<file path="src/quaternion_interpolation_macros.svh">
// Assertion macros for the quaternion interpolation block.
// They expect clk and rst_n in scope.
`ifndef QUATERNION_INTERPOLATION_MACROS_SVH
`define QUATERNION_INTERPOLATION_MACROS_SVH
`ifndef SYNTHESIS
`define QI_ASSERT_IMPL(label, ante, cons) \
    label: assert property (@(posedge clk) disable iff (!rst_n) (ante) |-> (cons)) \
        else $error("quaternion_interpolation: assertion failed");
`define QI_ASSERT_NEXT(label, ante, cons) \
    label: assert property (@(posedge clk) disable iff (!rst_n) (ante) |=> (cons)) \
        else $error("quaternion_interpolation: assertion failed");
`else
`define QI_ASSERT_IMPL(label, ante, cons)
`define QI_ASSERT_NEXT(label, ante, cons)
`endif
`endif

</file>
<file path="src/qi_pkg.sv">
package qi_pkg;

    localparam int COMP_W    = 16;
    localparam int T_W       = 17;
    localparam int EPS_W     = 31;
    localparam int Q30_W     = 31;
    localparam int COS_W     = 30;
    localparam int DOT_W     = 36;
    localparam int PROD_W    = 2 * COMP_W;
    localparam int Q30_SHIFT = 30 - 2 * (COMP_W - 2);
    localparam int RAD_W     = 62;
    localparam int ROOT_W    = 31;

    localparam logic [EPS_W-1:0] EPS_RESET = 31'd107374;
    localparam logic [T_W-1:0]   T_ONE     = 17'd65536;
    localparam logic [Q30_W-1:0] Q30_ONE   = 31'h4000_0000;

    localparam logic OP_LERP  = 1'b0;
    localparam logic OP_SLERP = 1'b1;

    localparam int CORDIC_ITERS = 30;
    localparam int CORDIC_W     = 36;
    localparam logic signed [CORDIC_W-1:0] CORDIC_K = 36'sd652032874;

    localparam logic [Q30_W-1:0] ATAN_Q30 [CORDIC_ITERS] = '{
        31'd843314857, 31'd497837829, 31'd263043837, 31'd133525159, 31'd67021687,
        31'd33543516,  31'd16775851,  31'd8388437,   31'd4194283,   31'd2097149,
        31'd1048576,   31'd524288,    31'd262144,    31'd131072,    31'd65536,
        31'd32768,     31'd16384,     31'd8192,      31'd4096,      31'd2048,
        31'd1024,      31'd512,       31'd256,       31'd128,       31'd64,
        31'd32,        31'd16,        31'd8,         31'd4,         31'd2
    };

    // unit latencies and the cycles at which values meet
    localparam int ISQRT_LAT = ROOT_W;
    localparam int ATAN_LAT  = CORDIC_ITERS;
    localparam int SIN_LAT   = CORDIC_ITERS;
    localparam int DIV_LAT   = Q30_W + 2;
    localparam int SIDE_AT   = 4;
    localparam int SQ_IN     = 5;
    localparam int ATAN_IN   = SQ_IN + ISQRT_LAT;
    localparam int MUL_IN    = ATAN_IN + ATAN_LAT;
    localparam int SIN_IN    = MUL_IN + 1;
    localparam int DIV_IN    = SIN_IN + SIN_LAT;
    localparam int DIV_OUT   = DIV_IN + DIV_LAT;
    localparam int TOTAL_LAT = DIV_OUT + 3;

    typedef struct packed {
        logic                     opcode;
        logic signed [COMP_W-1:0] start_x;
        logic signed [COMP_W-1:0] start_y;
        logic signed [COMP_W-1:0] start_z;
        logic signed [COMP_W-1:0] start_w;
        logic signed [COMP_W-1:0] end_x;
        logic signed [COMP_W-1:0] end_y;
        logic signed [COMP_W-1:0] end_z;
        logic signed [COMP_W-1:0] end_w;
        logic [T_W-1:0]           fraction;
    } request_t;

    typedef struct packed {
        logic signed [COMP_W-1:0] out_x;
        logic signed [COMP_W-1:0] out_y;
        logic signed [COMP_W-1:0] out_z;
        logic signed [COMP_W-1:0] out_w;
    } result_t;

endpackage

</file>
<file path="src/qi_isqrt.sv">
module qi_isqrt (
    input  logic                      clk,
    input  logic [qi_pkg::RAD_W-1:0]  rad,
    output logic [qi_pkg::ROOT_W-1:0] root
);
    import qi_pkg::*;

    logic [RAD_W-1:0] rem_reg [ROOT_W];
    logic [RAD_W-1:0] res_reg [ROOT_W];

    // one result bit per stage
    for (genvar k = 0; k < ROOT_W; k++)
    begin : g_step
        localparam logic [RAD_W-1:0] STEP_BIT = RAD_W'(1) << (2 * (ROOT_W - 1 - k));
        logic [RAD_W-1:0] rem_cur, res_cur, trial, rem_next, res_next;

        if (k == 0)
        begin : g_first
            assign rem_cur = rad;
            assign res_cur = '0;
        end
        else
        begin : g_rest
            assign rem_cur = rem_reg[k-1];
            assign res_cur = res_reg[k-1];
        end

        always_comb
        begin
            trial = res_cur + STEP_BIT;
            if (rem_cur >= trial)
            begin
                rem_next = rem_cur - trial;
                res_next = (res_cur >> 1) + STEP_BIT;
            end
            else
            begin
                rem_next = rem_cur;
                res_next = res_cur >> 1;
            end
        end

        always_ff @(posedge clk)
        begin
            rem_reg[k] <= rem_next;
            res_reg[k] <= res_next;
        end
    end

    assign root = res_reg[ROOT_W-1][ROOT_W-1:0];

endmodule

</file>
<file path="config.mk">
export PLATFORM = sky130hd
export DESIGN_NAME = qi_isqrt
export DESIGN_NICKNAME = d
export VERILOG_FILES = /design/src/quaternion_interpolation_macros.svh /design/src/qi_pkg.sv /design/src/qi_isqrt.sv
export SDC_FILE = /design/constraint.sdc
export NUM_CORES = 2
export LEC_CHECK = 0
export BUFFER_PORTS_ARGS = -buffer_cell sky130_fd_sc_hd__buf_2
export CAP_MARGIN = 10
export CORE_MARGIN = 1
export CORE_UTILIZATION = 56
export CTS_BUF_LIST = sky130_fd_sc_hd__clkbuf_4
export CTS_CLUSTER_DIAMETER = 150
export DETAILED_ROUTE_END_ITERATION = 8
export PLACE_DENSITY = 0.72
export SYNTH_ARGS = -nofsm -noshare
export SYNTH_HDL_FRONTEND = slang
export SYNTH_SLANG_ARGS = --single-unit
export TNS_END_PERCENT = 1
</file>
<file path="constraint.sdc">
create_clock -name clk -period 7.35 [get_ports clk]
set_input_delay 1.47 -clock clk [delete_from_list [all_inputs] [get_ports clk]]
set_output_delay 1.47 -clock clk [all_outputs]
set_load 0.005 [all_outputs]
</file>
==> out/metrics.yaml <==
outcome: "completed"
holdPathStages: 1
end_kind: "flip-flop"
grt_pass1_wl_um: 341800
dieHeight_um: 400.2
port_buffers: 93
min_period_ns: 4.900
cts_made_buffers: 587
hold_start: "rad[13]"
root_buffer: "clkbuf_4"
finish.instance_area_um2: 98640
peakVddDrop_mv: 0.2665
dr.pass1.iters: 6
areaGrowthSynthToFinish_pct: 11.11
relSlewSlack_pct: 10.89
setup_tns_ns: 0
synth_edf_count: 0
avgSynthCellArea_um2: 10.01
cp_num_buf_inv: 2
wl_per_cell_um: 18.28
grt_max_degree: 65
drt-initial-drc-count: 4368
finalClockSkew_ns: 0.1416
placed_area_um2: 91440
p_total_mw: 38.40
cts_hold_buf: 0
hp-class: "primary input to flip-flop"
cts_buffer_depth: 4
antenna_found_initial: 10
slew_violations: 0
start_util_pct: 56.64
overflow: 0
drive_gt1_share_pct: 11.88
yosysTopAreaCellShare_pct: 53.13
drv_cap: 0
crit_type: "flip-flop to flip-flop"
synth-main-ff-cell: "dfxtp_1"
crit_path_top_delay_cell: "nor4_1"
largest_reg_flops: 1860
r2r-start: "res_reg[25][11]$_DFF_P_"
worstPathMaxFanout: 52
htree_levels: 6
startpoint_type: "flip-flop"
rsz0062_at_grt: "no"
grt_pass1_vias: 65440
worstPathRequired_ns: 8.53
grt_usage_pct: 26.80
fillCellCount: 13072
ant_nets: 0
dr_total_vias: 65280
syn_area_um2: 88780
ys_ff_latch: 2356
ctsResizeCount: 0
leakage_nw: 45.72
finalHoldViolCount: 0
path_cells: "inv_1 > ha_1 > or4b_2 > nor4_1 > nand4_1 > nand3_1 > a31oi_1 > o21ai_4 > buf_4 > o311ai_0 > or3_1 > or3_1 > xnor2_1"
drc: 0
core-area_um2: 156800
totalWireLength_um: 216900
yosysSeqAreaShare_pct: 53.13
synth_cells: 8868
synth_area_leaders: "dfxtp_1, ha_1, xnor2_1"
nets: 9996
fin_ws_ns: 2.450
crit_family: "simple AND/OR/NAND/NOR gates"
ff2ff_path_depth: 13
synth_common_cells: "dfxtp_1, inv_1, nand2_1, nor2_1, a21oi_1"
clk-insertion-delay-late_ns: 1.38
worstMarginPinSlew_ns: 1.324
fin_hold_ws_ns: 0.2177
fp.dieW_um: 400.2
cts_setup_buffers: 0
numClockSinks: 2356
vias_per_cell: 5.501
cp_data_arrival_time_ns: 6.08
cts_tree: "yes"
r2r_slack_ns: 2.45
power.density_nw_per_um2: 389.3
dieArea_um2: 160100
rows: 145
synth_cell_types: 91
max_freq_mhz: 204.1
async_reset_ff_share_pct: 0
max_stage_delay_ns: 0.76
yosys_warnings: 0
gp_congestion: 0.9312
dpl.hpwl_um: 166700
crit-reg2reg-capture: "rem_reg[1][669]$_DFF_P_"
io_pins: 94
syn-num-nets: 9456
yosysTopAreaCell: "dfxtp_1"
holdPathEnd: "rem_reg[0][13]$_DFF_P_"
fin_crit_sh_pct: 66.67
synth_most_common_cell: "dfxtp_1"
post-place-ws_ns: 2.664
cp_common_cell: "or3_1"
setup_violations: 0
path_clk_slew_ns: 0.07
==> cells in the final DEF (no fill, tap or decap), drive strengths merged, types with 32 or more instances in the layout <==
cell / netlist / layout
or2: 38 / 38
o31ai: 47 / 47
a21o: 194 / 194
xnor2: 431 / 431
nor2b: 79 / 79
nor4: 306 / 306
nand4: 154 / 154
clkinv: 3 / 109
inv: 643 / 656
a31oi: 49 / 49
o21bai: 57 / 57
nor2: 575 / 575
a211oi: 32 / 32
o21ai: 421 / 421
nand2b: 120 / 120
nand2: 583 / 583
buf: 20 / 111
a21oi: 539 / 539
clkbuf: 140 / 844
or3: 101 / 101
xor2: 403 / 403
dfxtp: 2356 / 2356
nand3: 111 / 111
or4: 66 / 66
nor4b: 55 / 55
and3: 38 / 38
o21a: 87 / 87
mux2: 74 / 74
nor3: 240 / 240
ha: 525 / 525
==> power breakdown <==
group | leakage, nW | switching (mW) | internal (mW)
combinational | 21.7 | 5.32 | 4.22
sequential | 19.7 | 2.59 | 15.7
clock | 4.32 | 4.92 | 5.67
==> kinds of logic after synthesis <==
kind of cell | share of synthesized area, %
and+or+nand+nor | 15.31
DFF | 53.13
AOI/OAI and AO/OA | 11.41
xor gates and xnor gates | 8.228
buffers and inverters | 3.425
adders and majority gates | 7.399
muxes | 1.096
==> layout make-up <==
type	count	area [µm²]	area share, %
repair buffers	111	600.6	0.6089
clock inverters	131	829.5	0.8410
well taps	2058	2575	2.611
multi-input cells	5706	38670	39.21
inverters	646	2425	2.458
clock buffers	844	6336	6.424
diodes	14	35.03	0.03552
flip-flops and latches	2356	47170	47.82
==> metrics by stage <==
step,cells,utilization [%]
2_1_floorplan,8868,-
3_3_place_gp,10877,58.33
3_5_place_dp,10877,58.33
4_1_cts,11852,62.90
5_1_grt,11861,62.92
6_report,11866,62.93
==> metal layers <==
layer	wire length (µm)	global-route usage (%)
met5	0	0
met4	5765	9.533
met3	12060	5.477
met2	102900	44.69
met1	96190	34.28
==> worst max-delay path by stage <==
stage / startpoint / endpoint / slack, ns / cells past startpoint
after floorplan: res_reg[25][11]$_DFF_P_ / rem_reg[1][669]$_DFF_P_ / 3.81 / 13
after global routing: res_reg[25][11]$_DFF_P_ / rem_reg[1][669]$_DFF_P_ / 2.28 / 13
after detailed placement: res_reg[25][11]$_DFF_P_ / rem_reg[1][669]$_DFF_P_ / 2.66 / 13
after CTS: res_reg[25][11]$_DFF_P_ / rem_reg[1][669]$_DFF_P_ / 2.58 / 13
final: res_reg[25][11]$_DFF_P_ / rem_reg[1][669]$_DFF_P_ / 2.45 / 13
after global placement: res_reg[25][11]$_DFF_P_ / rem_reg[1][669]$_DFF_P_ / 2.75 / 13
No activity file was read; power rests on OpenSTA's default activity.
